File: config.mk
export PLATFORM = sky130hd
export DESIGN_NAME = bipbuf_ctrl
export DESIGN_NICKNAME = d
export VERILOG_FILES = /design/src/hdl/bipbuf_pkg.sv /design/src/hdl/bipbuf_ctrl.sv
export VERILOG_INCLUDE_DIRS = /design/src /design/src/hdl
export SDC_FILE = /design/constraint.sdc
export NUM_CORES = 1
export LEC_CHECK = 0
export BUFFER_PORTS_ARGS = -buffer_cell sky130_fd_sc_hd__buf_4
export CAP_MARGIN = 20
export CORE_AREA = 3 3 40 42
export DETAILED_ROUTE_END_ITERATION = 12
export DIE_AREA = 0 0 43 45
export PLACE_DENSITY = 0.32
export SLEW_MARGIN = 20
export SYNTH_ARGS = -nofsm -noshare
export SYNTH_HDL_FRONTEND = slang
export SYNTH_SLANG_ARGS = --single-unit
export TNS_END_PERCENT = 10
File: constraint.sdc
create_clock -name clock -period 2.4 [get_ports clock]
set_input_delay 0.12 -clock clock [delete_from_list [all_inputs] [get_ports clock]]
set_output_delay 0.12 -clock clock [all_outputs]
set_load 0.01 [all_outputs]
File: src/hdl/bipartite_ring_buffer_macros.svh
// ----------------------------------------------------------------------------
// bipartite ring buffer assertion macros
// concurrent checks, compiled out for synthesis
// ----------------------------------------------------------------------------
`ifndef BIPARTITE_RING_BUFFER_MACROS_SVH
`define BIPARTITE_RING_BUFFER_MACROS_SVH

`ifndef SYNTHESIS

// check sampled on the rising clock edge, quiet while reset is high
`define BRB_ASSERT(label, clk, rst, prop) \
   label: assert property (@(posedge clk) disable iff (rst) prop) \
      else $error("bipartite ring buffer check failed");

// check sampled on every rising clock edge, reset included
`define BRB_ASSERT_ALWAYS(label, clk, prop) \
   label: assert property (@(posedge clk) prop) \
      else $error("bipartite ring buffer check failed");

`else

`define BRB_ASSERT(label, clk, rst, prop)

`define BRB_ASSERT_ALWAYS(label, clk, prop)

`endif

`endif

File: src/hdl/bipbuf_pkg.sv
// ----------------------------------------------------------------------------
// bipbuf_pkg
// field widths, request kinds and controller/datapath interface types
// ----------------------------------------------------------------------------
package bipbuf_pkg;

   localparam int KIND_W     = 3;
   localparam int BYTE_W     = 8;
   localparam int LEN_W      = 13;
   localparam int OFF_W      = 12;
   localparam int COUNT_W    = 13;
   localparam int START_W    = 12;
   localparam int TOTAL_W    = 13;
   localparam int CSR_W      = 13;
   localparam int REQ_DATA_W = 40;
   localparam int RSP_DATA_W = 48;
   localparam int RSP_USER_W = 1;

   localparam int USED_SIZE_RESET = 4096;

   localparam logic [KIND_W-1:0] KIND_WRITE  = 3'd0;
   localparam logic [KIND_W-1:0] KIND_COMMIT = 3'd1;
   localparam logic [KIND_W-1:0] KIND_REMOVE = 3'd2;
   localparam logic [KIND_W-1:0] KIND_PEEK   = 3'd3;
   localparam logic [KIND_W-1:0] KIND_QUERY  = 3'd4;

   typedef struct packed {
      logic clear_step;
      logic exec;
      logic peek_load;
   } ctrl_cmd_type;

   typedef struct packed {
      logic clear_last;
      logic req_is_peek;
      logic rsp_free;
   } ctrl_status_type;

endpackage

File: src/hdl/bipbuf_ctrl.sv
// ----------------------------------------------------------------------------
// bipbuf_ctrl
// sequencer: store clearing pass, request accept, peek read wait
// ----------------------------------------------------------------------------
`include "bipartite_ring_buffer_macros.svh"

module bipbuf_ctrl (
   input  logic                        clock,
   input  logic                        reset,
   input  logic                        req_tvalid,
   output logic                        req_tready,
   input  bipbuf_pkg::ctrl_status_type status,
   output bipbuf_pkg::ctrl_cmd_type    cmd
);

   import bipbuf_pkg::*;

   typedef enum logic [1:0] {
      ST_CLEAR,
      ST_IDLE,
      ST_PEEK
   } state_type;

   state_type state_ff;
   state_type state_in;

   always_comb begin
      req_tready     = (state_ff == ST_IDLE) && status.rsp_free;
      cmd.exec       = req_tvalid && req_tready;
      cmd.clear_step = (state_ff == ST_CLEAR);
      cmd.peek_load  = (state_ff == ST_PEEK);
      state_in       = state_ff;
      unique case (state_ff)
         ST_CLEAR: begin
            if (status.clear_last) begin
               state_in = ST_IDLE;
            end
         end
         ST_IDLE: begin
            if (cmd.exec && status.req_is_peek) begin
               state_in = ST_PEEK;
            end
         end
         ST_PEEK: begin
            state_in = ST_IDLE;
         end
         default: begin
            state_in = ST_CLEAR;
         end
      endcase
   end

   always_ff @(posedge clock) begin
      if (reset) begin
         state_ff <= ST_CLEAR;
      end else begin
         state_ff <= state_in;
      end
   end

   `BRB_ASSERT(a_peek_wait, clock, reset, (cmd.exec && status.req_is_peek) |=> state_ff == ST_PEEK)
   `BRB_ASSERT(a_peek_once, clock, reset, (state_ff == ST_PEEK) |=> state_ff == ST_IDLE)
   `BRB_ASSERT(a_clear_holds, clock, reset, (state_ff == ST_CLEAR && !status.clear_last) |=> state_ff == ST_CLEAR)

endmodule

=== Word level (Yosys, flattened, before mapping) ===
Cells that the tools add are included.

* Register bits after elaboration: 2
* Bits in latches: 0
* Bits in writable memories: 0
* Memory bits (read-only): 0
* Input port bits: 6
* Output and inout bits: 4
* Memories: 0

* $add $sub $neg: 0
* Multipliers: 0
* Divide/modulo/power cells: 0
* $lt $le $gt $ge: 0
* Eq/ne operators: 4
* Shift operators: 0
* Muxes and demuxes: 3
* Bitwise logic cells: 0
* Reductions and logical operators: 5

{| class="wikitable"
|+ Operators by type and width
! kind !! number
|-
| 2-bit one-hot mux with 3 select lines || 1
|-
| 2-bit two-way mux || 2
|-
| 1-bit logical AND || 3
|-
| 2-bit by 1-bit equality test with 1-bit output (second input constant) || 1
|-
| 2-bit equality test (second input constant) || 1
|-
| 2-bit logical NOT || 1
|-
| 2-bit by 1-bit != test with 1-bit output (second input constant) || 1
|-
| 2-bit != test (second input constant) || 1
|-
| 2-bit AND reduction || 1
|}

=== Logic depth before layout (Yosys ltp) ===
Gate-level depths: netlist of run 1.

* Depth in word-level cells: 6
* Mapped depth: 2
* Mapped depth without buffers: 2

=== Worst setup path before layout of run 1 ===
Ideal clock, no wire load.

* Path type: reg-to-output
* Start point: register state_ff[1]
* End point: output cmd[1] in the netlist's numbering
* Arrival time: 0.798 ns
* Data required time: 2.280 ns
* Path slack: 1.482 ns
* Cell stages (with the launch flop): 3
* Buffers on the path: 0
* Cells stage by stage: dfxtp_1 > and3b_2 > and2_2

{| class="wikitable"
|+ RTL lines
! item !! line !! text
|-
| start, declared || bipbuf_ctrl.sv:24 || <nowiki>state_type state_ff;</nowiki>
|-
| start signal, assigned || bipbuf_ctrl.sv:57 || <nowiki>state_ff <= state_in;</nowiki>
|-
| end, declared || bipbuf_ctrl.sv:13 || <nowiki>output bipbuf_pkg::ctrl_cmd_type cmd</nowiki>
|}

==> results.sh, run 1 <==
export IMPL_status="finished, final reports clean"
export IMPL_netlist_area_um2=103
export IMPL_ant_nets=0
export IMPL_antennaDiodeCount=0
export IMPL_ys_warnings_count=0
export IMPL_cpPeakStageDelay_ps=370
export IMPL_routabilityCongestion=0.626
export IMPL_fin_worst_skew_ps=0.313
export IMPL_slowest_stage="dfxtp_1"
export IMPL_die_w_um=43
export IMPL_cp_cell_sequence="and3b_2 > and2_2 > buf_4"
export IMPL_wl_um=327
export IMPL_tightest_slew_ps=164
export IMPL_cts_max_path_buffers=2
export IMPL_ys_ff_latch=2
export IMPL_worstPathArrival_ps=1160
export IMPL_crit_type="flop to primary output"
export IMPL_grt_max_degree=7
export IMPL_max_clock_freq_ghz=0.784
export IMPL_start_kind="flop"
export IMPL_finalSetupTns_ps=0
export IMPL_die_y_um=45
export IMPL_vias_per_cell=3.22
export IMPL_ctsRootBufferMaster="clkbuf_4"
export IMPL_synth_area_per_cell_um2=10.3
export IMPL_first_global_vias=138
export IMPL_min_to="state_ff[0]$_SDFFE_PP0P_"
export IMPL_cap_violations=0
export IMPL_wl_per_cell_um=8.84
export IMPL_whs_ps=141
export IMPL_drtIter0Drc=5
export IMPL_fin_nets=30
export IMPL_port_buffers=9
export IMPL_hpwl_um=258
export IMPL_p_per_area_nw_per_um2=620
export IMPL_finalHoldViolations=0
export IMPL_htreeDepth=1
export IMPL_period_minus_slack_ps=1280
export IMPL_layout_drive_gt1_share=0.727
export IMPL_critical_path_max_fanout=5
export IMPL_cts_hold_buf=0
export IMPL_reg_largest_list="state_ff: 2 flops"
export IMPL_area_growth_pct=106
export IMPL_synth_seq_area_share=0.390
export IMPL_grt_pass1_wl_um=524
export IMPL_nFillCells=151
export IMPL_dieArea_um2=1940
export IMPL_start_util=0.0798
export IMPL_largest_register_ff_count=2
export IMPL_io_pins=10
export IMPL_drc=0
export IMPL_drtPass1Iterations=2
export IMPL_num_rows=13
export IMPL_layout_common_cells="9 x buf_4, 3 x clkbuf_4, 2 x dfxtp_1"
export IMPL_hold_class="input pin to flop"
export IMPL_tritoncts="yes"
export IMPL_clkTransAtPathRegs_ps=30
export IMPL_rsz0062_at_grt="no"
export IMPL_fin_ws_ps=1120
export IMPL_post_route_period_util=0.531
export IMPL_post_place_ws_ps=1360
export IMPL_reg2reg_from="state_ff[1]$_SDFFE_PP0P_"
export IMPL_clk_latency_ps=220
export IMPL_synth_distinct_cells=9
export IMPL_grt_usage=0.0432
export IMPL_cts_buffers=3
export IMPL_p_leak_nw=0.105
export IMPL_syn_inst=10
export IMPL_setup_violations=0
export IMPL_final_common_cell="buf_4"
export IMPL_synth_nets=16
export IMPL_finalMaxSlewViolations=0
export IMPL_critical_path_required_ps=2280
export IMPL_clkSinkCount=2
export IMPL_core_area_um2=1280
export IMPL_cts_resized=0
export IMPL_worstHoldPathCells=2
export IMPL_total_power_w=0.000131
export IMPL_fin_util=0.165
export IMPL_r2r_end="state_ff[1]$_SDFFE_PP0P_"
export IMPL_grt_overflow_total=0
export IMPL_end_kind="primary output"
export IMPL_ff2ff_setup_slack_ps=1510
export IMPL_vias=119
export IMPL_peakVddDrop_mv=0.126
export IMPL_ff2ff_path_depth=2
export IMPL_hp_start="status[2]"
export IMPL_postCtsSetupBuffers=0
export IMPL_timing_slew_headroom=0.890
export IMPL_regMostFlops="state_ff"
export IMPL_grt_antenna_before_repair=0
-- how the worst max path moves through the flow --
stage	end	cells past startpoint	startpoint	slack [ps]
2_1_floorplan	cmd[1]	2	state_ff[1]$_SDFFE_PP0P_	1480
6_report	cmd[1]	3	state_ff[1]$_SDFFE_PP0P_	1120
5_1_grt	cmd[1]	3	state_ff[1]$_SDFFE_PP0P_	1070
4_1_cts	cmd[1]	3	state_ff[1]$_SDFFE_PP0P_	1110
3_3_place_gp	cmd[1]	3	state_ff[1]$_SDFFE_PP0P_	1360
3_5_place_dp	cmd[1]	3	state_ff[1]$_SDFFE_PP0P_	1360
-- area by class of cell --
cell class,instances,area [um2],share of cell area
multi-input combinational,8,62.6,0.296
clock buffer,3,22.5,0.107
tap,15,18.8,0.0888
sequential,2,40.0,0.189
timing repair buffer,9,67.6,0.320
-- Yosys cell counts --
cell type	n	area share
dfxtp_1	2	0.39
nand4_1	1	0.061
and4b_1	1	0.098
nor2_1	1	0.037
and2b_2	1	0.085
and3b_2	1	0.098
and2_2	1	0.073
a21oi_1	1	0.049
o311a_2	1	0.11
-- power by group --
part	switching, W	internal [W]	total (W)
combinational	0.00000666	0.0000126	0.0000193
sequential	0.00000197	0.0000351	0.0000371
clock	0.0000195	0.0000552	0.0000748
total	0.0000282	0.000103	0.000131
-- kinds of logic (layout without fill, tap and decap cells) --
| logic type | count (synthesis) | after routing | synth area share |
|---|---|---|---|
| and+or+nand+nor | 6 | 6 | 0.451 |
| DFF | 2 | 2 | 0.390 |
| buffers and inverters | 0 | 12 | 0 |
| AOI/OAI and AO/OA | 2 | 2 | 0.158 |
-- worst max-delay path: cells and delay by family, from the launching register on --
kind	cells	cell delay [ps]
buf+inv	1	140
simple gates	2	430
flops	1	370
-- metrics by stage --
stage / instances / instance area [um2]
finish: 37 / 211
global route: 37 / 211
CTS: 37 / 211
detailed placement: 34 / 189
global placement: 34 / 189
floorplan: 10 / 103
-- metal layers --
layer,vias to the layer above,wire [um],GRT usage
met4,0,0,0.0723
met5,-,0,0
met1,46,149,0.0432
met3,0,63,0.0319
met2,9,114,0.0419
li1,64,-,-
Power figures use the tool's default switching activity.
==> run 2, diff against run 1 <==
--- a/config.mk
+++ b/config.mk
@@ -6,12 +6,13 @@
 export SDC_FILE = /design/constraint.sdc
 export NUM_CORES = 1
 export LEC_CHECK = 0
+export ABC_AREA = 1
 export BUFFER_PORTS_ARGS = -buffer_cell sky130_fd_sc_hd__buf_4
 export CAP_MARGIN = 20
 export CORE_AREA = 3 3 40 42
 export DETAILED_ROUTE_END_ITERATION = 12
 export DIE_AREA = 0 0 43 45
-export PLACE_DENSITY = 0.32
+export PLACE_DENSITY = 0.33
 export SLEW_MARGIN = 20
 export SYNTH_ARGS = -nofsm -noshare
 export SYNTH_HDL_FRONTEND = slang
==> constraint.sdc (replaced) <==
create_clock -name clock -period 1.25 [get_ports clock]
set_input_delay 0.0625 -clock clock [delete_from_list [all_inputs] [get_ports clock]]
set_output_delay 0.0625 -clock clock [all_outputs]
set_load 0.01 [all_outputs]
==> results.sh, run 2 <==
export IMPL_timing_slew_headroom=0.882
export IMPL_drtPass1Iterations=4
export IMPL_post_route_period_util=0.879
export IMPL_cpPeakStageDelay_ps=290
export IMPL_clk_latency_ps=220
export IMPL_crit_type="flop to primary output"
export IMPL_ctsRootBufferMaster="clkbuf_4"
export IMPL_synth_seq_area_share=0.372
export IMPL_layout_common_cells="9 x buf_4, 6 x nor2_1, 3 x inv_1, 3 x clkbuf_4, 2 x dfxtp_1"
export IMPL_fin_area_um2=226
export IMPL_reg_largest_list="state_ff: 2 flops"
export IMPL_final_common_cell="buf_4"
export IMPL_total_power_w=0.000258
export IMPL_synth_area_per_cell_um2=6.73
export IMPL_async_flop_share=0
export IMPL_postCtsSetupBuffers=0
export IMPL_critical_path_max_fanout=3
export IMPL_dieArea_um2=1940
export IMPL_yosys_area_top_type="dfxtp_1"
export IMPL_ys_ff_latch=2
export IMPL_core_area_um2=1280
export IMPL_cts_buffers=3
export IMPL_cp_cell_sequence="inv_1 > nand2_2 > nor3b_2 > buf_4"
export IMPL_ant_nets=0
export IMPL_fin_util=0.176
export IMPL_die_y_um=45
export IMPL_netlist_area_um2=108
export IMPL_regMostFlops="state_ff"
export IMPL_peakVddDrop_mv=0.241
export IMPL_clkTransAtPathRegs_ps=30
export IMPL_worstPathArrival_ps=1040
export IMPL_num_rows=13
export IMPL_status="finished, final reports clean"
export IMPL_grt_antenna_before_repair=0
export IMPL_critical_path_required_ps=1190
export IMPL_routabilityCongestion=0.615
export IMPL_io_pins=10
export IMPL_synth_nets=22
export IMPL_htreeDepth=1
export IMPL_vias=126
export IMPL_layout_drive_gt1_share=0.483
export IMPL_tritoncts="yes"
export IMPL_p_per_area_nw_per_um2=1140
export IMPL_finalSetupTns_ps=0
export IMPL_ff2ff_path_depth=5
export IMPL_finalHoldViolations=0
export IMPL_antennaDiodeCount=0
export IMPL_p_leak_nw=0.111
export IMPL_end_kind="primary output"
export IMPL_area_growth_pct=110
export IMPL_tightest_slew_ps=176
export IMPL_cts_max_path_buffers=2
export IMPL_yosys_top_cells_count="6 x nor2_1, 3 x inv_1, 2 x dfxtp_1"
export IMPL_max_clock_freq_ghz=0.910
export IMPL_grt_usage=0.0365
export IMPL_clkSinkCount=2
export IMPL_synth_most_common_cell="nor2_1"
export IMPL_yosysTopAreaCellShare=0.372
export IMPL_slowest_stage="dfxtp_1"
export IMPL_fin_worst_skew_ps=1.45
export IMPL_ys_warnings_count=0
export IMPL_cap_violations=0
export IMPL_synth_edf_count=0
export IMPL_syn_inst=16
export IMPL_finalMaxSlewViolations=0
export IMPL_die_w_um=43
export IMPL_ys_flop_type="dfxtp_1"
export IMPL_drc=0
export IMPL_wl_per_cell_um=6.98
export IMPL_start_util=0.0837
export IMPL_first_global_vias=110
export IMPL_grt_overflow_total=0
export IMPL_period_minus_slack_ps=1100
export IMPL_rsz0062_at_grt="no"
export IMPL_setup_violations=0
export IMPL_worstHoldPathCells=3
export IMPL_largest_register_ff_count=2
export IMPL_synth_area_top_cells="dfxtp_1 37%, nor2_1 21%, nor3b_2 12%"
export IMPL_vias_per_cell=2.86
export IMPL_drtIter0Drc=4
export IMPL_placed_area_um2=194
export IMPL_fin_nets=37
export IMPL_synth_distinct_cells=8
export IMPL_port_buffers=9
export IMPL_start_kind="flop"
export IMPL_grt_pass1_wl_um=414
export IMPL_wl_um=307
export IMPL_hold_class="input pin to flop"
export IMPL_grt_max_degree=5
==> run 2: where the power goes <==
part	switching [W]	internal (W)
clock network	0.0000348	0.000106
registers	0.00000316	0.0000677
logic	0.0000194	0.0000268
total	0.0000574	0.000200
==> run 2: area by class of cell <==
type	instances	area (um2)
Sequential cell	2	40.0
Fill cell	135	1060
Clock buffer	3	22.5
Inverter	3	11.3
Timing Repair Buffer	10	77.6
Multi-Input combinational cell	11	56.3
Tap cell	15	18.8
==> run 2: repair_timing <==
item,in CTS,in global routing
endpoints found under the hold margin,2,0
resized for setup,0,0
hold buffers,1,0
==> run 2: metrics by stage <==
stage               std cells  setup slack, ps  hold WS, ps
finish                     44              151         74.1
global route               44              101          114
CTS                        44              149         70.1
detailed placement         40              392          233
global placement           40              407          233
floorplan                  16              353          134
==> run 2: critical path: cells and delay by family, from the launching register on <==
family                 cells  cell delay [ps]
flip-flops                 1              290
buffers and inverters      2              240
AND/OR/NAND/NOR            2              280
==> run 2: routing by layer <==
layer  up-vias  track usage  wire length [um]
li1         75            -                 -
met1        39       0.0455               148
met2        12       0.0150                83
met3         0       0.0319                75
met4         0       0.0723                 0
met5         -            0                 0
==> run 2: path summary, 6_finish.rpt <==
kind                                          startpoint                  endpoint  slack [ps]
worst max register to register  state_ff[1]$_SDFFE_PP0P_  state_ff[1]$_SDFFE_PP0P_         380
worst min register to register  state_ff[0]$_SDFFE_PP0P_  state_ff[0]$_SDFFE_PP0P_         610
worst min-delay path                           status[1]  state_ff[1]$_SDFFE_PP0P_          70
worst max-delay path            state_ff[1]$_SDFFE_PP0P_                    cmd[1]         150
==> run 2: kinds of logic (layout without fill, tap and decap cells) <==
| group | Yosys count | count (layout) | synth area share |
|---|---|---|---|
| simple gates | 9 | 9 | 0.419 |
| compound gates | 2 | 2 | 0.105 |
| buf+inv | 3 | 16 | 0.105 |
| flops | 2 | 2 | 0.372 |
